## src/afld_pkg.sv

```systemverilog
package afld_pkg;

   // Configuration register indexes
   typedef logic [1:0] csr_index_type;
   localparam csr_index_type CSR_THRESHOLD_LEVEL = 2'd0;
   localparam csr_index_type CSR_SMOOTHING_GAIN  = 2'd1;

   localparam int CSR_DATA_W   = 17;
   localparam int THRESHOLD_W  = 16;
   localparam int GAIN_W       = 17;
   localparam int GAIN_FRAC    = 16;
   localparam int LEVEL_OUT_W  = 16;

   localparam logic [THRESHOLD_W-1:0] THRESHOLD_RESET = 16'd328;
   localparam logic [GAIN_W-1:0]      GAIN_RESET      = 17'd6554;
   localparam logic [GAIN_W-1:0]      GAIN_ONE        = 17'h10000;

   typedef enum logic [2:0] {
      ST_IDLE,
      ST_DIV,
      ST_DIFF,
      ST_MUL,
      ST_STEP,
      ST_UPD,
      ST_CMP
   } state_type;

   typedef struct packed {
      logic valid;
      logic muted;
   } start_type;

   typedef struct packed {
      logic                   valid;
      logic                   is_loud;
      logic                   loud_changed;
      logic [LEVEL_OUT_W-1:0] level;
   } result_type;

endpackage

```

## src/afld_core.sv

```systemverilog
module afld_core #(
   parameter int SAMPLE_BITS         = 16,
   parameter int LEVEL_FRACTION_BITS = 8,
   parameter int FRAME_MAX           = 4096,
   localparam int CNT_W = $clog2(FRAME_MAX + 1),
   localparam int SUM_W = SAMPLE_BITS + CNT_W
) (
   input  logic                                   clock,
   input  logic                                   reset,
   input  afld_pkg::start_type                    start,
   input  logic [SUM_W-1:0]                       start_sum,
   input  logic [CNT_W-1:0]                       start_count,
   input  logic [afld_pkg::THRESHOLD_W-1:0]       threshold,
   input  logic [afld_pkg::GAIN_W-1:0]            gain,
   input  logic                                   slot_free,
   output logic                                   idle,
   output afld_pkg::result_type                   result
);

   localparam int LFB      = LEVEL_FRACTION_BITS;
   localparam int DIV_W    = SUM_W + LFB;
   localparam int LEV_W    = SAMPLE_BITS + LFB;
   localparam int GW       = afld_pkg::GAIN_W;
   localparam int PROD_W   = LEV_W + GW;
   localparam int REM_W    = CNT_W + 1;
   localparam int AW       = (PROD_W > REM_W) ? PROD_W : REM_W;
   localparam int ITER_MAX = (DIV_W > GW) ? DIV_W : GW;
   localparam int ITER_W   = $clog2(ITER_MAX + 1);
   localparam int THR_SH_W = afld_pkg::THRESHOLD_W + LFB;
   localparam int CMP_W    = (LEV_W > THR_SH_W) ? LEV_W : THR_SH_W;
   localparam int OUT_W    = afld_pkg::LEVEL_OUT_W;

   afld_pkg::state_type state_ff, state_in;
   logic [DIV_W-1:0]  quo_ff, quo_in;
   logic [CNT_W-1:0]  rem_ff, rem_in;
   logic [CNT_W-1:0]  dvs_ff, dvs_in;
   logic [ITER_W-1:0] iter_ff, iter_in;
   logic              mute_ff, mute_in;
   logic              neg_ff, neg_in;
   logic [LEV_W-1:0]  diff_ff, diff_in;
   logic [GW-1:0]     gsr_ff, gsr_in;
   logic [PROD_W-1:0] acc_ff, acc_in;
   logic [LEV_W-1:0]  level_ff, level_in;
   logic              flag_ff, flag_in;

   // shared add/subtract unit
   logic [AW-1:0] add_x, add_y;
   logic          add_sub;
   logic [AW:0]   add_out;
   logic [REM_W-1:0] rem_shift;

   logic [LEV_W-1:0]   mean;
   logic [LEV_W:0]     step;
   logic               flag_new;
   logic [SAMPLE_BITS+OUT_W-1:0] level_wide;

   assign rem_shift = {rem_ff, quo_ff[DIV_W-1]};
   assign mean      = quo_ff[LEV_W-1:0];
   assign step      = acc_ff[PROD_W-1:afld_pkg::GAIN_FRAC];
   assign flag_new  = (CMP_W'(level_ff) > (CMP_W'(threshold) << LFB));
   assign level_wide = {{OUT_W{1'b0}}, level_ff[LEV_W-1:LFB]};

   always_comb begin
      if (state_ff == afld_pkg::ST_DIV) begin
         add_x   = AW'(rem_shift);
         add_y   = AW'(dvs_ff);
         add_sub = 1'b1;
      end else begin
         add_x   = AW'({acc_ff[PROD_W-2:0], 1'b0});
         add_y   = gsr_ff[GW-1] ? AW'(diff_ff) : '0;
         add_sub = 1'b0;
      end
      add_out = {1'b0, add_x} + {1'b0, (add_sub ? ~add_y : add_y)} + (AW+1)'(add_sub);
   end

   always_ff @(posedge clock) begin
      if (reset) begin
         state_ff <= afld_pkg::ST_IDLE;
         level_ff <= '0;
         flag_ff  <= 1'b0;
      end else begin
         state_ff <= state_in;
         level_ff <= level_in;
         flag_ff  <= flag_in;
      end
      quo_ff  <= quo_in;
      rem_ff  <= rem_in;
      dvs_ff  <= dvs_in;
      iter_ff <= iter_in;
      mute_ff <= mute_in;
      neg_ff  <= neg_in;
      diff_ff <= diff_in;
      gsr_ff  <= gsr_in;
      acc_ff  <= acc_in;
   end

   always_comb begin
      state_in = state_ff;
      quo_in   = quo_ff;
      rem_in   = rem_ff;
      dvs_in   = dvs_ff;
      iter_in  = iter_ff;
      mute_in  = mute_ff;
      neg_in   = neg_ff;
      diff_in  = diff_ff;
      gsr_in   = gsr_ff;
      acc_in   = acc_ff;
      level_in = level_ff;
      flag_in  = flag_ff;
      result   = '0;

      unique case (state_ff)
         afld_pkg::ST_IDLE: begin
            if (start.valid) begin
               quo_in  = DIV_W'(start_sum) << LFB;
               dvs_in  = start_count;
               rem_in  = '0;
               iter_in = ITER_W'(DIV_W);
               mute_in = start.muted;
               state_in = start.muted ? afld_pkg::ST_UPD : afld_pkg::ST_DIV;
            end
         end
         afld_pkg::ST_DIV: begin
            // one quotient bit per cycle, restoring
            rem_in  = add_out[AW] ? add_out[CNT_W-1:0] : rem_shift[CNT_W-1:0];
            quo_in  = {quo_ff[DIV_W-2:0], add_out[AW]};
            iter_in = iter_ff - 1'b1;
            if (iter_ff == ITER_W'(1)) begin
               state_in = afld_pkg::ST_DIFF;
            end
         end
         afld_pkg::ST_DIFF: begin
            neg_in  = (mean < level_ff);
            diff_in = (mean < level_ff) ? (level_ff - mean) : (mean - level_ff);
            gsr_in  = (gain > afld_pkg::GAIN_ONE) ? afld_pkg::GAIN_ONE : gain;
            acc_in  = '0;
            iter_in = ITER_W'(GW);
            state_in = afld_pkg::ST_MUL;
         end
         afld_pkg::ST_MUL: begin
            // one gain bit per cycle, MSB first
            acc_in  = add_out[PROD_W-1:0];
            gsr_in  = {gsr_ff[GW-2:0], 1'b0};
            iter_in = iter_ff - 1'b1;
            if (iter_ff == ITER_W'(1)) begin
               state_in = afld_pkg::ST_STEP;
            end
         end
         afld_pkg::ST_STEP: begin
            // round the magnitude up so a falling step floors
            if (neg_ff) begin
               acc_in = acc_ff + PROD_W'(afld_pkg::GAIN_ONE - 1'b1);
            end
            state_in = afld_pkg::ST_UPD;
         end
         afld_pkg::ST_UPD: begin
            if (mute_ff) begin
               level_in = '0;
            end else if (!neg_ff) begin
               level_in = level_ff + step[LEV_W-1:0];
            end else if (step > {1'b0, level_ff}) begin
               level_in = '0;
            end else begin
               level_in = level_ff - step[LEV_W-1:0];
            end
            state_in = afld_pkg::ST_CMP;
         end
         afld_pkg::ST_CMP: begin
            if (slot_free) begin
               result.valid        = 1'b1;
               result.is_loud      = flag_new;
               result.loud_changed = flag_new ^ flag_ff;
               result.level        = level_wide[OUT_W-1:0];
               flag_in  = flag_new;
               state_in = afld_pkg::ST_IDLE;
            end
         end
         default: begin
            state_in = afld_pkg::ST_IDLE;
         end
      endcase
   end

   assign idle = (state_ff == afld_pkg::ST_IDLE);

`ifndef SYNTHESIS
   a_start_idle: assert property (@(posedge clock) disable iff (reset)
      start.valid |-> state_ff == afld_pkg::ST_IDLE)
      else $error("frame started while the unit is busy");
   a_result_slot: assert property (@(posedge clock) disable iff (reset)
      result.valid |-> slot_free)
      else $error("result issued into an occupied output slot");
   a_level_hold: assert property (@(posedge clock) disable iff (reset)
      (state_ff != afld_pkg::ST_UPD) |=> $stable(level_ff))
      else $error("level changed outside the update step");
   a_flag_follow: assert property (@(posedge clock) disable iff (reset)
      result.valid |=> (state_ff == afld_pkg::ST_IDLE) && (flag_ff == $past(result.is_loud)))
      else $error("loud flag not taken over from the issued result");
`endif

endmodule

```

## src/audio_frame_level_detector.sv

```systemverilog
// Channel  Handshake            Fields                                     Moves
// req      req_valid/req_ready  sample_value, last_in_frame, frame_muted   one sample word in
// rsp      rsp_valid/rsp_ready  is_loud, loud_changed, level               one report word out
// csr      csr_valid/csr_ready  csr_index, csr_data                        one register write in
//
// A sample word that does not end its frame is taken whenever the core is idle.
// A frame-end word holds req_ready low through SAMPLE_BITS + clog2(FRAME_MAX+1) +
// LEVEL_FRACTION_BITS divide steps on the shared adder, a difference state, 17
// multiply steps and the step, update and compare states; a muted one skips to update.
// Reset is synchronous and active high; it clears the level, the loud flag, the
// running sum and count, and restores the register defaults.
// A stalled result holds in the output register; the next frame may accumulate
// meanwhile, and a frame end waits in the final step for the slot.
module audio_frame_level_detector #(
   parameter int FRAME_MAX           = 4096,
   parameter int SAMPLE_BITS         = 16,
   parameter int LEVEL_FRACTION_BITS = 8
) (
   input  logic                                  clock,
   input  logic                                  reset,
   input  logic                                  req_valid,
   output logic                                  req_ready,
   input  logic signed [SAMPLE_BITS-1:0]         req_sample_value,
   input  logic                                  req_last_in_frame,
   input  logic                                  req_frame_muted,
   output logic                                  rsp_valid,
   input  logic                                  rsp_ready,
   output logic                                  rsp_is_loud,
   output logic                                  rsp_loud_changed,
   output logic [afld_pkg::LEVEL_OUT_W-1:0]      rsp_level,
   input  logic                                  csr_valid,
   output logic                                  csr_ready,
   input  afld_pkg::csr_index_type               csr_index,
   input  logic [afld_pkg::CSR_DATA_W-1:0]       csr_data
);

   localparam int CNT_W = $clog2(FRAME_MAX + 1);
   localparam int SUM_W = SAMPLE_BITS + CNT_W;

   // configuration registers
   logic [afld_pkg::THRESHOLD_W-1:0] thr_ff, thr_in;
   logic [afld_pkg::GAIN_W-1:0]      gain_ff, gain_in;

   // frame accumulation
   logic [SUM_W-1:0] sum_ff, sum_in, sum_add;
   logic [CNT_W-1:0] cnt_ff, cnt_in, cnt_add;
   logic [SAMPLE_BITS-1:0] mag;
   logic room;
   logic accept;

   // output register
   logic                             rsp_valid_ff, rsp_valid_in;
   logic                             loud_ff, loud_in;
   logic                             chg_ff, chg_in;
   logic [afld_pkg::LEVEL_OUT_W-1:0] lvl_ff, lvl_in;
   logic                             slot_free;

   afld_pkg::start_type  start;
   afld_pkg::result_type result;
   logic                 core_idle;

   // take register writes at any time; software writes only while idle
   assign csr_ready = 1'b1;

   always_comb begin
      thr_in  = thr_ff;
      gain_in = gain_ff;
      if (csr_valid) begin
         unique case (csr_index)
            afld_pkg::CSR_THRESHOLD_LEVEL: thr_in  = csr_data[afld_pkg::THRESHOLD_W-1:0];
            afld_pkg::CSR_SMOOTHING_GAIN:  gain_in = csr_data[afld_pkg::GAIN_W-1:0];
            default: begin
               // drop writes to unmapped indexes
               thr_in = thr_ff;
            end
         endcase
      end
   end

   // accept a sample word only while the arithmetic unit is free
   assign req_ready = core_idle;
   assign accept    = req_valid & req_ready;

   // magnitude; the most negative sample maps to 2^(SAMPLE_BITS-1)
   assign mag = req_sample_value[SAMPLE_BITS-1]
                ? ($unsigned(~req_sample_value) + 1'b1)
                : $unsigned(req_sample_value);

   // saturate count and sum once the frame reaches FRAME_MAX
   assign room    = (cnt_ff < CNT_W'(FRAME_MAX));
   assign sum_add = room ? (sum_ff + SUM_W'(mag)) : sum_ff;
   assign cnt_add = room ? (cnt_ff + 1'b1) : cnt_ff;

   always_comb begin
      sum_in = sum_ff;
      cnt_in = cnt_ff;
      if (accept) begin
         if (req_last_in_frame) begin
            sum_in = '0;
            cnt_in = '0;
         end else begin
            sum_in = sum_add;
            cnt_in = cnt_add;
         end
      end
      start.valid = accept & req_last_in_frame;
      start.muted = req_frame_muted;
   end

   // advance the output register when it is empty or being taken
   assign slot_free = !rsp_valid_ff | rsp_ready;

   always_comb begin
      rsp_valid_in = rsp_valid_ff;
      loud_in      = loud_ff;
      chg_in       = chg_ff;
      lvl_in       = lvl_ff;
      if (result.valid) begin
         rsp_valid_in = 1'b1;
         loud_in      = result.is_loud;
         chg_in       = result.loud_changed;
         lvl_in       = result.level;
      end else if (rsp_ready) begin
         rsp_valid_in = 1'b0;
      end
   end

   always_ff @(posedge clock) begin
      if (reset) begin
         thr_ff       <= afld_pkg::THRESHOLD_RESET;
         gain_ff      <= afld_pkg::GAIN_RESET;
         sum_ff       <= '0;
         cnt_ff       <= '0;
         rsp_valid_ff <= 1'b0;
      end else begin
         thr_ff       <= thr_in;
         gain_ff      <= gain_in;
         sum_ff       <= sum_in;
         cnt_ff       <= cnt_in;
         rsp_valid_ff <= rsp_valid_in;
      end
      loud_ff <= loud_in;
      chg_ff  <= chg_in;
      lvl_ff  <= lvl_in;
   end

   afld_core #(
      .SAMPLE_BITS        (SAMPLE_BITS),
      .LEVEL_FRACTION_BITS(LEVEL_FRACTION_BITS),
      .FRAME_MAX          (FRAME_MAX)
   ) u_core (
      .clock      (clock),
      .reset      (reset),
      .start      (start),
      .start_sum  (sum_add),
      .start_count(cnt_add),
      .threshold  (thr_ff),
      .gain       (gain_ff),
      .slot_free  (slot_free),
      .idle       (core_idle),
      .result     (result)
   );

   assign rsp_valid        = rsp_valid_ff;
   assign rsp_is_loud      = loud_ff;
   assign rsp_loud_changed = chg_ff;
   assign rsp_level        = lvl_ff;

endmodule

```

## config.mk

```make
export PLATFORM = sky130hd
export DESIGN_NAME = audio_frame_level_detector
export DESIGN_NICKNAME = d
export VERILOG_FILES = /design/src/afld_pkg.sv /design/src/afld_core.sv /design/src/audio_frame_level_detector.sv
export SDC_FILE = /design/constraint.sdc
export NUM_CORES = 1
export LEC_CHECK = 0
export BUFFER_PORTS_ARGS = -buffer_cell sky130_fd_sc_hd__buf_4
export CAP_MARGIN = 20
export CORE_MARGIN = 2
export CORE_UTILIZATION = 33
export CTS_BUF_LIST = sky130_fd_sc_hd__clkbuf_2
export CTS_CLUSTER_SIZE = 10
export DETAILED_ROUTE_END_ITERATION = 10
export PLACE_DENSITY_LB_ADDON = 0.2
export SETUP_SLACK_MARGIN = 0.1
export SYNTH_ARGS = -nofsm -noshare
export SYNTH_HDL_FRONTEND = slang
export SYNTH_HIERARCHICAL = 1
export SYNTH_SLANG_ARGS = --single-unit
```

## constraint.sdc

```tcl
create_clock -name clock -period 6 [get_ports clock]
set_clock_uncertainty 0.05 [all_clocks]
set_input_delay 0.9 -clock clock [delete_from_list [all_inputs] [get_ports clock]]
set_output_delay 0.9 -clock clock [all_outputs]
set_load 0.05 [all_outputs]
```

==> results of run 1 <==
-- final timing paths --
path / from / endpoint / slack (ns) / depth (start not counted)
min reg2reg: thr_ff[14] / thr_ff[14] / 0.41 / 2
max reg2reg: u_core/state_ff[2] / u_core/acc_ff[30] / 1.09 / 14
max: u_core/state_ff[2] / u_core/acc_ff[30] / 1.09 / 14
min: req_last_in_frame / sum_ff[22] / 0.18 / 3
-- through the flow --
step | total power, W | area, sq um
6_report | 0.00577 | 22900
5_1_grt | 0.00616 | 22900
4_1_cts | 0.00585 | 22900
3_5_place_dp | 0.00421 | 21900
3_3_place_gp | 0.00419 | 21900
2_1_floorplan | 0.00367 | 20700
-- area by class of cell --
type | count | area, sq um
clock buffer | 130 | 651
timing repair buffer | 110 | 871
inverter | 146 | 548
clock inverter | 26 | 160
tap | 837 | 1050
fill | 6397 | 38900
antenna | 1 | 2.50
multi-input combinational | 1869 | 12400
sequential | 275 | 7220
-- cells by family after synthesis --
group	count (synthesis)
AOI/OAI and AO/OA	658
xor gates and xnor gates	158
muxes	32
other	1
and+or+nand+nor	835
DFF	275
buffers and inverters	271
adders and majority gates	185
-- cell usage in the layout (no fill, tap or decap), types with 18 or more instances in the layout --
cell | synthesis | final
buf_4 | 5 | 92
ha_1 | 179 | 179
xor2_1 | 43 | 43
nand3_1 | 72 | 72
nor2_1 | 179 | 178
mux2i_1 | 19 | 19
a211oi_1 | 19 | 19
nand2b_1 | 23 | 23
o22ai_1 | 30 | 30
dlygate4sd3_1 | 0 | 18
nor3_1 | 37 | 37
dfxtp_1 | 104 | 104
clkbuf_2 | 0 | 130
a22oi_1 | 26 | 26
o211ai_1 | 18 | 18
a21oi_1 | 166 | 165
inv_1 | 143 | 143
a31oi_1 | 31 | 31
edfxtp_1 | 171 | 171
nand2_1 | 325 | 325
a22o_1 | 29 | 29
and2_1 | 23 | 23
xnor2_1 | 115 | 115
nand3b_1 | 21 | 21
nand4_1 | 32 | 32
o21ai_0 | 130 | 130
a21o_1 | 58 | 58
o21a_1 | 27 | 27
nor2b_1 | 25 | 24
-- state kept, by name, indices dropped and copies added, names as in the netlist, 3 cells and up --
name	flops
cnt_ff	13
u_core/gsr_ff	17
u_core/level_ff	24
gain_ff	17
u_core/iter_ff	6
u_core/diff_ff	24
u_core/acc_ff	41
rsp_level	16
sum_ff	29
u_core/dvs_ff	13
u_core/rem_ff	13
thr_ff	16
u_core/state_ff	3
u_core/quo_ff	37
-- layer usage --
layer	global-route usage, %	vias to the layer above	routed length [microns]
met4	7.21	0	1700
met2	33.0	577	30500
li1	-	8869	-
met3	3.18	96	3750
met5	0	-	0
met1	28.2	8872	30800
-- repair_timing --
item                                    in CTS  in global routing
hold endpoints to repair                    34                  0
hold buffers                                18                  0
endpoints found under the setup margin       0                  0
setup buffers                                0                  0
-- power groups by stage --
| stage | registers (W) | logic (W) | clock network (W) |
|---|---|---|---|
| 6_report | 0.00232 | 0.00187 | 0.00158 |
| 5_1_grt | 0.00234 | 0.00207 | 0.00175 |
| 4_1_cts | 0.00232 | 0.00187 | 0.00166 |
| 3_5_place_dp | 0.00236 | 0.00185 | 0 |
| 3_3_place_gp | 0.00236 | 0.00183 | 0 |
| 2_1_floorplan | 0.00231 | 0.00135 | 0 |
-- tightest hold or removal path, delay by kind of cell --
family	cells	cell delay (ns)
buffers and inverters	1	0.18
AO/OA/AOI/OAI	2	0.19
==> impl_results.md, run 1 <==
* Cell with the largest stage delay on the worst path: dfxtp_1
* Synth cell count leaders: nand2_1 (325), ha_1 (179), nor2_1 (179)
* # DRC at 0
* WL final at between 60,000 and 70,000 microns
* Initial antenna violation count at 1
* CTS Buf Count at 83
* Die outline width at 254 microns
* Switching power at 0.00224 W
* Yosys warnings at 6
* Ys flop type: edfxtp_1
* Buffers and inverters on the worst path at 0
* Post-synth EDFFs at 171
* Final Setup Violations at 0
* Synth Area in XOR/XNOR at approximately 6.7%
* Relative slew slack at 24.9%
* Startpoint Class: flop
* Initial DRC count at 1,394
* Synth Area in Compound Gates at between 20% and 30%
* CTS sink count at about 280
* P_int at 0.00353 W
* Worst Hold Class: input pin to flop
* Number of nets in the layout at ~2,700
* CP dominant cell by count: a21o_1
* CTS H-tree depth at 3
* Synth top area cells: edfxtp_1 (25%), ha_1 (11%), dfxtp_1 (10%)
* Worst VDD drop at about 0.12 mV
* Initial Util at about 33%
* Finished Layout Cells at 3,394
* Clk_lat worst skew at 1.11 ns
* Port Buffers at 61
* Largest net degree at the start of global routing at 66
* DRT Pass-1 Iters at 6
* Crit-path max cell delay at 0.67 ns
* Final Cycle Share at 81.9%
* Die height at between 200 and 300 microns
* Via/cell ratio at 5.43
* Worst slack, placed at 1.21 ns
* Final Max Tran Viols at 0
* Placed cells at 3,219
* GRT Residual Overflow at 0
* RSZ-0062 raised after global routing: no
* Crit path max-delay family: compound AO/OA/AOI/OAI gates
* Leakage dissipation at 9.37 nW
* Mean post-synth cell area at 8.56 sq um
* I/O Pins at 63
* Routed Antenna Nets at 0
* Top-area cell type share of the netlist area at 24.8%
* Syn-to-layout area delta at 10.9%
* Net Sw Frac at 38.8%
* Root Buffer: clkbuf_2
* Crit path kind: flop to flop
* Pwr Density at about 250 mW/mm^2
* Routed vias at between 15,000 and 20,000
* Site Rows at between 90 and 100
* First-pass GRT wire length at 104,000 microns
* Share of cells above drive strength 1 at about 12%
* DPL Wire Length at between 50,000 and 60,000 microns
* CP Cell Sequence: nand2b_1, or2_4, nand3_1, o21ai_0, ha_1, a21o_1, a21o_1, a21oi_1, o21bai_1, a211o_1, o2111a_1, o21ai_1, a2111oi_0, or3_1
* Clk buf depth at 3
* Cells after Synth at 2,415
* Final core area utilization at 37.1%
* Tot GR Track Use at between 20% and 30%
* Slew @ Worst Pin at 1.12 ns
* Crit path max fanout at 65
* Vias in the first global route at between 15,000 and 20,000
* Gate power share at 32.4%
* Fin. Hold Viols at 0
* Most common cell in the netlist: nand2_1
* Yosys reg bits at 275
* Placer Congestion at between 0.8 and 0.9
* Largest area contributor in the netlist: edfxtp_1
* Max cap viols at 0
* Post-synthesis adder-cell area fraction at 11.4%
* CTS resizes at 0
* Critical Path RT at a little under 7 ns
* Mapped Nets at 2,642
* Asr flop ratio synth at 0%
* Combinational family with the most area after synthesis: compound AO/OA/AOI/OAI gates
* TritonCTS clock tree: done
* Post-Synth Simple-Gate Area at 19.2%
* Status: finished, final reports clean
* Clk slew on worst S/H paths at 0.10 ns
* Arrival time at the worst endpoint at between 5 and 6 ns
* Worst setup margin at between 1 and 1.5 ns
* Setup TNS at 0 ns
* Die area at 0.0647 sq mm
* Worst Setup End Kind: flop
* DR WL/cell at 19.7 microns
* Register area share after synthesis at 34.9%
* Synth unique cells at 99
* Fraction of synthesized area in multiplexers at 1.65%
* Core area at 0.0618 sq mm
* Fin crit period at 4.91 ns
* Hold WS at between 0.15 and 0.2 ns
* Mapped Area at approximately 0.021 sq mm
* Sequential Power Share at 40.2%
* Fmax at just over 0.2 GHz
* Clk pwr share at 27.4%
Note: power is estimated with default switching activity, not from simulation.
==> run 2, diff against run 1 <==
--- a/config.mk
+++ b/config.mk
@@ -5,6 +5,7 @@
 export SDC_FILE = /design/constraint.sdc
 export NUM_CORES = 1
 export LEC_CHECK = 0
+export ABC_AREA = 1
 export BUFFER_PORTS_ARGS = -buffer_cell sky130_fd_sc_hd__buf_4
 export CAP_MARGIN = 20
 export CORE_MARGIN = 2
==> constraint.sdc (replaced) <==
create_clock -name clock -period 5.12 [get_ports clock]
set_clock_uncertainty 0.05 [all_clocks]
set_input_delay 0.768 -clock clock [delete_from_list [all_inputs] [get_ports clock]]
set_output_delay 0.768 -clock clock [all_outputs]
set_load 0.05 [all_outputs]
==> run 2 against run 1 <==
Compared with the run above:
- worst setup slack improved by 0.24 ns
- non-clock buffer count rose by 13
- highest routed layer unchanged
- via count rose by 30%
- global-route usage rose by 3.4 points
- die area rose by 15%
- first-iteration DRC count rose by 46%
- critical endpoint is now u_core/rem_ff[4]
==> impl_results.md, run 2 <==
* Status: finished, final reports clean (unchanged)
* Largest net degree at the start of global routing at 69 (was 66)
* Synth unique cells at 64 (was 99)
* Clk slew on worst S/H paths at 0.11 ns (was 0.10 ns)
* Startpoint Class: flop (unchanged)
* Syn-to-layout area delta at 10.4% (was 10.9%)
* Hold depth at 6 (was 3)
* Post-synthesis adder-cell area fraction at 9.91% (was 11.4%)
* Site Rows at 98 (was 91)
* CTS H-tree depth at 3 (unchanged)
* Ys flop type: edfxtp_1 (unchanged)
* P_int at 0.00567 W (was 0.00353 W)
* Final Max Tran Viols at 0 (unchanged)
* Post-synth EDFFs at 171 (unchanged)
* Arrival time at the worst endpoint at 4.71 ns (was 5.67 ns)
* Number of nets in the layout at 3,958 (was 2,712)
* Synth top area cells: edfxtp_1 (22%), nand2_1 (18%), ha_1 (9.4%) (was edfxtp_1 (25%), ha_1 (11%), dfxtp_1 (10%))
* Gate power share at 55.9% (was 32.4%)
* Die outline width at 273 microns (was 254 microns)
* Share of cells above drive strength 1 at 8.56% (was 11.5%)
* Worst Setup End Kind: flop (unchanged)
* Critical Path RT at 6.04 ns (was 6.76 ns)
* Final Cycle Share at 74.1% (was 81.9%)
* Synth cell count leaders: nand2_1 (1,136), inv_1 (499), nor2_1 (359) (was nand2_1 (325), ha_1 (179), nor2_1 (179))
* Crit path max-delay family: simple AND/OR/NAND/NOR gates (was compound AO/OA/AOI/OAI gates)
* Cells after Synth at 3,634 (was 2,415)
* Yosys reg bits at 275 (unchanged)
* Worst path depth at 13 (was 14)
* Leakage dissipation at 12.5 nW (was 9.37 nW)
* Cell Area, Placed at 0.0253 sq mm (was 0.0219 sq mm)
* Initial antenna violation count at 4 (was 1)
* Synth Area in XOR/XNOR at 3.27% (was 6.69%)
* CTS resizes at 0 (unchanged)
* Final Setup Violations at 0 (unchanged)
* Core area at 0.0715 sq mm (was 0.0618 sq mm)
* DRT Pass-1 Iters at 8 (was 6)
* Placer Congestion at 0.958 (was 0.894)
* CP Cell Sequence: inv_2, nor2_4, nand2_4, o21ai_0, ha_1, nand2_1, o21ai_0, a21o_2, nand2_1, nand3_2, nand2_2, nor2_1, a21oi_1 (was nand2b_1, or2_4, nand3_1, o21ai_0, ha_1, a21o_1, a21o_1, a21oi_1, o21bai_1, a211o_1, o2111a_1, o21ai_1, a2111oi_0, or3_1)
* GRT Residual Overflow at 0 (unchanged)
* DR WL met3 at 6320 microns (was 3750 microns)
* FF-to-FF path depth at 13 (was 14)
* Asr flop ratio synth at 0% (unchanged)
* Fin crit period at 3.79 ns (was 4.91 ns)
* Vias in the first global route at 22,957 (was 17,881)
* Register area share after synthesis at 30.3% (was 34.9%)
* Crit-path max cell delay at 0.67 ns (about the same)
* Crit path max fanout at 68 (was 65)
* Fin. Hold Viols at 0 (unchanged)
* # fillers at 7,938 (was 6,397)
* Combinational family with the most area after synthesis: simple AND/OR/NAND/NOR gates (was compound AO/OA/AOI/OAI gates)
* DR WL/cell at 19.0 microns (was 19.7 microns)
* CTS Buf Count at 82 (was 83)
* Mean post-synth cell area at 6.55 sq um (was 8.56 sq um)
* Hold WS at 0.196 ns (was 0.181 ns)
* Max reg flops at 41 (unchanged)
* Routed Antenna Nets at 0 (unchanged)
* Buffers and inverters on the worst path at 1 (was 0)
* Routed vias at 24,003 (was 18,414)
* Total power at 0.0121 W (was 0.00577 W)
* Mapped Area at 0.0238 sq mm (was 0.0207 sq mm)
* Port Buffers at 61 (unchanged)
* Post-Synth Simple-Gate Area at 34.0% (was 19.2%)
* Leading cell type in the layout, fill and taps excluded: nand2_1 (unchanged)
* Design Area, Final at 0.0263 sq mm (was 0.0229 sq mm)
* Relative slew slack at 35.0% (was 24.9%)
* Most common cell in the netlist: nand2_1 (unchanged)
* Mapped Nets at 3,861 (was 2,642)
* Via/cell ratio at 5.05 (was 5.43)
* Net Sw Frac at 53.0% (was 38.8%)
* Tot GR Track Use at 24.0% (was 20.6%)
* Yosys warnings at 6 (unchanged)
* Fmax at 0.264 GHz (was 0.204 GHz)
* Top Registers: u_core/acc_ff (41), u_core/quo_ff (37), sum_ff (29) (unchanged)
* CTS sink count at 275 (unchanged)
* Die area at 0.0743 sq mm (was 0.0647 sq mm)
* Largest area contributor in the netlist: edfxtp_1 (unchanged)
* Clk_lat worst skew at 1.21 ns (was 1.11 ns)
* Cell with the largest stage delay on the worst path: o21ai_0 (was dfxtp_1)
* First-pass GRT wire length at 136,000 microns (was 104,000 microns)
* I/O Pins at 63 (unchanged)
* Max cap viols at 0 (unchanged)
* # DRC at 0 (unchanged)
* Setup TNS at 0 ns (unchanged)
* Highest routed metal layer: met4 (unchanged)
* Initial DRC count at 2,034 (was 1,394)
* Root Buffer: clkbuf_2 (unchanged)
* Crit path kind: flop to flop (unchanged)
* Worst Hold Class: input pin to flop (unchanged)
* Metal-1 WL at 39,700 microns (was 30,800 microns)
* WL final at 90,400 microns (was 66,800 microns)
* Metal2 WL at 40,800 microns (was 30,500 microns)
* Sequential Power Share at 29.1% (was 40.2%)
* RSZ-0062 raised after global routing: no (unchanged)
* Slew @ Worst Pin at 0.973 ns (was 1.12 ns)
* Clk pwr share at 14.9% (was 27.4%)
* Synth Area in Compound Gates at 12.2% (was 21.0%)
* Die height at 273 microns (was 254 microns)
* Initial Util at 33.3% (was 33.4%)
* DPL Wire Length at 70,400 microns (was 50,100 microns)
* Pwr Density at 459 mW/mm^2 (was 252 mW/mm^2)
* TritonCTS clock tree: done (unchanged)
* Fraction of synthesized area in multiplexers at 0.0840% (was 1.65%)
* Switching power at 0.00640 W (was 0.00224 W)
* Commonest non-fill, non-tap cells in the layout: nand2_1 (1,136), inv_1 (499), nor2_1 (355) (was nand2_1 (325), ha_1 (179), nor2_1 (178))
* Clk buf depth at 3 (unchanged)
* Worst VDD drop at 0.267 mV (was 0.117 mV)
* Reg with most FFs: u_core/acc_ff (unchanged)
* Top-area cell type share of the netlist area at 21.6% (was 24.8%)
==> run 2: cell count changes in the layout (fill, tap and decap cells not counted), sizes merged, moves of 26 or more <==
cell	change
o21ai	+88
a21oi	+76
xnor2	-93
nand2	+826
a22o	-29
nor2	+196
inv	+360
a21o	-45
a22oi	-26
nand3	+187
==> run 2: layout make-up <==
type / count / area (sq um) / share of cell area [%]
clock inverters: 22 / 129 / 0.490
clock buffers: 126 / 631 / 2.40
diodes: 4 / 10.0 / 0.0381
repair buffers: 123 / 998 / 3.80
well taps: 950 / 1190 / 4.52
flip-flops and latches: 275 / 7220 / 27.4
inverters: 512 / 1920 / 7.31
multi-input cells: 2737 / 14200 / 54.0
==> run 2: cell families (layout without fill, tap and decap cells) <==
family / Yosys count / count (layout)
compound gates: 534 / 534
simple gates: 1927 / 1927
flops: 275 / 275
xor+xnor: 88 / 88
fa+ha+maj: 185 / 185
other cells: 1 / 5
mux: 2 / 2
buf+inv: 622 / 783
==> run 2: worst min-delay path, cell delays in order <==
cell and delay (ns):
buf_4 0.10, ha_1 0.13, nand2_1 0.05, nand2_1 0.12, nand2_1 0.06, a21oi_1 0.11
==> run 2: worst paths after layout <==
| check | from | end | slack, ns |
|---|---|---|---|
| setup / recovery | u_core/state_ff[0] | u_core/rem_ff[4] | 1.33 |
| hold reg to reg | thr_ff[6] | thr_ff[6] | 0.41 |
| setup reg to reg | u_core/state_ff[0] | u_core/rem_ff[4] | 1.33 |
| hold / removal | req_sample_value[0] | sum_ff[0] | 0.20 |
==> run 2: power groups by stage <==
stage	Clock, W	Combinational (W)	Sequential, W
global placement	0	0.00669	0.00355
CTS	0.00188	0.00669	0.00350
detailed placement	0	0.00665	0.00355
floorplan	0	0.00450	0.00343
global route	0.00199	0.00744	0.00355
finish	0.00180	0.00675	0.00351
==> run 2: what timing repair did <==
item,CTS,global route
endpoints found under the hold margin,74,0
hold buffers,25,0
buffers inserted,0,0
==> run 2: metrics by stage <==
| stage | cells | setup WS (ns) | util [%] |
|---|---|---|---|
| floorplan | 3634 | 0.313 | - |
| global placement | 4571 | 1.43 | 35.3 |
| detailed placement | 4571 | 1.41 | 35.3 |
| CTS | 4744 | 1.31 | 36.8 |
| global route | 4749 | 0.981 | 36.8 |
| finish | 4749 | 1.33 | 36.8 |
==> run 2: routing by layer <==
layer  track usage, %  up-vias
met1             31.6    11014
li1                 -    11957
met2             39.3      848
met5                0        -
met4             9.21        0
met3             3.91      184
==> run 3, diff against run 2 <==
==> constraint.sdc (replaced) <==
create_clock -name clock -period 3.8 [get_ports clock]
set_clock_uncertainty 0.05 [all_clocks]
set_input_delay 0.57 -clock clock [delete_from_list [all_inputs] [get_ports clock]]
set_output_delay 0.57 -clock clock [all_outputs]
set_load 0.05 [all_outputs]
==> run 3 against run 2 <==
Compared with the run above:
- worst setup slack got worse by 0.91 ns
- non-clock buffer count grew 69
- maximum frequency is 12% higher
- via count is 1.3% higher
- critical path depth rose by 5
- sequential share of layout area decreased by 0.61 points
- combinational power increased by 42%
- worst hold slack got worse by 0.060 ns
- utilization increased by 0.86 points
- flip-flop and latch count unchanged
- global-route usage increased by 0.12 points
==> impl_results.md, run 3 (synthesized netlist as in run 2, its figures left out) <==
* DPL Wire Length at 71,600 microns (was 70,400 microns)
* # fillers at 7,819 (was 7,938)
* Final Setup Violations at 0 (unchanged)
* DRT Pass-1 Iters at 6 (was 8)
* Crit path max fanout at 34 (was 68)
* Register area at 0.00722 sq mm (about the same)
* Crit-path max cell delay at 0.45 ns (was 0.67 ns)
* Cell with the largest stage delay on the worst path: dfxtp_1 (was o21ai_0)
* Highest routed metal layer: met5 (was met4)
* CP Cell Sequence: inv_2, nor2_4, nand2_4, buf_4, a21oi_2, inv_1, fa_1, nand3b_1, nand2_1, nand2_1, nand2_1, nand3_1, nand3_1, nand2_1, nand2_1, nand3_1, nand3_1, nand2_1 (was inv_2, nor2_4, nand2_4, o21ai_0, ha_1, nand2_1, o21ai_0, a21o_2, nand2_1, nand3_2, nand2_2, nor2_1, a21oi_1)
* Routed Antenna Nets at 0 (unchanged)
* CTS H-tree depth at 3 (unchanged)
* Worst VDD drop at 0.365 mV (was 0.267 mV)
* Relative slew slack at 34.4% (was 35.0%)
* Routed vias at 24,325 (was 24,003)
* Worst slack, placed at 0.221 ns (was 1.41 ns)
* Initial antenna violation count at 5 (was 4)
* Leakage dissipation at 12.8 nW (was 12.5 nW)
* Root Buffer: clkbuf_2 (unchanged)
* Startpoint Class: flop (unchanged)
* Worst setup margin at 0.419 ns (was 1.33 ns)
* Crit path kind: flop to flop (unchanged)
* Initial Util at 33.3% (unchanged)
* Clk_lat worst skew at 1.16 ns (was 1.21 ns)
* TritonCTS clock tree: done (unchanged)
* Site Rows at 98 (unchanged)
* Slew @ Worst Pin at 0.984 ns (was 0.973 ns)
* Vias in the first global route at 23,027 (was 22,957)
* Metal2 WL at 41,600 microns (was 40,800 microns)
* Via/cell ratio at 5.05 (about the same)
* I/O Pins at 63 (unchanged)
* Reg with most FFs: u_core/acc_ff (unchanged)
* Max reg flops at 41 (unchanged)
* Number of nets in the layout at 4,028 (was 3,958)
* Clk slew on worst S/H paths at 0.10 ns (was 0.11 ns)
* DR WL met3 at 5770 microns (was 6320 microns)
* Design Area, Final at 0.0269 sq mm (was 0.0263 sq mm)
* Die area at 0.0743 sq mm (unchanged)
* Crit path max-delay family: simple AND/OR/NAND/NOR gates (unchanged)
* Clk buf depth at 3 (unchanged)
* GRT Residual Overflow at 0 (unchanged)
* Fin. Hold Viols at 0 (unchanged)
* Critical Path RT at 4.62 ns (was 6.04 ns)
* Core area at 0.0715 sq mm (unchanged)
* Die outline width at 273 microns (unchanged)
* Top Registers: u_core/acc_ff (41), u_core/quo_ff (37), sum_ff (29) (unchanged)
* Setup TNS at 0 ns (unchanged)
* Initial DRC count at 2,064 (was 2,034)
* Cell Area, Placed at 0.0257 sq mm (was 0.0253 sq mm)
* RSZ-0062 raised after global routing: no (unchanged)
* First-pass GRT wire length at 137,000 microns (was 136,000 microns)
* Die height at 273 microns (unchanged)
* Final Max Tran Viols at 0 (unchanged)
* Worst Setup End Kind: flop (unchanged)
* Tot GR Track Use at 24.1% (was 24.0%)
* Syn-to-layout area delta at 13.0% (was 10.4%)
* Fmax at 0.296 GHz (was 0.264 GHz)
* Port Buffers at 61 (unchanged)
* WL final at 91,300 microns (was 90,400 microns)
* Pwr Density at 619 mW/mm^2 (was 459 mW/mm^2)
* Arrival time at the worst endpoint at 4.20 ns (was 4.71 ns)
* Commonest non-fill, non-tap cells in the layout: nand2_1 (1,136), inv_1 (499), nor2_1 (355) (unchanged)
* Buffers and inverters on the worst path at 3 (was 1)
* CP dominant cell by count: nand2_1
* Status: finished, final reports clean (unchanged)
* Share of cells above drive strength 1 at 9.83% (was 8.56%)
* DR WL/cell at 19.0 microns (about the same)
* Fin crit period at 3.38 ns (was 3.79 ns)
* Leading cell type in the layout, fill and taps excluded: nand2_1 (unchanged)
* Final Cycle Share at 89.0% (was 74.1%)
* Area taken by multi-input logic gates at 0.0142 sq mm (about the same)
* Max cap viols at 0 (unchanged)
* # DRC at 0 (unchanged)
* Largest net degree at the start of global routing at 68 (was 69)
* CTS sink count at 275 (unchanged)
* Worst Hold Class: input pin to flop (unchanged)
* Placer Congestion at 0.980 (was 0.958)
* CTS Buf Count at 82 (unchanged)
* Metal-1 WL at 40,000 microns (was 39,700 microns)
-- run 3: through the flow --
stage	utilization [%]	hold WS [ns]	instances	total power, W
CTS	37.6	0.0157	4815	0.0166
global placement	36.0	0.392	4630	0.0141
floorplan	-	0.379	3634	0.0107
finish	37.7	0.136	4820	0.0167
detailed placement	36.0	0.402	4630	0.0140
global route	37.7	0.0520	4820	0.0179
-- run 3: path summary, 6_finish.rpt --
path,cells after the start,endpoint,slack [ns],start
setup / recovery,18,u_core/acc_ff[38],0.42,u_core/state_ff[0]
hold / removal,4,thr_ff[8],0.14,csr_data[8]
setup reg to reg,18,u_core/acc_ff[38],0.42,u_core/state_ff[0]
hold reg to reg,2,thr_ff[3],0.42,thr_ff[3]
-- run 3: what timing repair did --
item	CTS	global route
hold buffers	35	0
endpoints found under the hold margin	81	0
setup endpoints to repair	0	38
buffers inserted	0	1
resized for setup	0	5
-- run 3: final cells by class --
class                      count  share of cell area (%)
multi-input combinational   2738                    52.8
clock buffer                 116                    2.16
inverter                     512                    7.14
clock inverter                34                   0.772
antenna                        3                  0.0279
timing repair buffer         192                    5.83
sequential                   275                    26.8
tap                          950                    4.42
-- run 3: layer usage --
layer	GRT usage (%)	up-vias
li1	-	12106
met1	31.5	11239
met2	39.4	795
met3	3.87	183
met4	10.1	2
met5	0	-
-- run 3: power breakdown --
group          internal, W  leakage, nW  switching [W]  total, W
clock             0.000935        0.578        0.00154   0.00247
combinational      0.00281         9.72        0.00677   0.00958
sequential         0.00418         2.47       0.000428   0.00461
total              0.00792         12.8        0.00874    0.0167
-- run 3: tightest hold or removal path, delay by kind of cell --
kind / cells / cell delay, ns
buffers and inverters: 2 / 0.64
AND/OR/NAND/NOR: 2 / 0.11
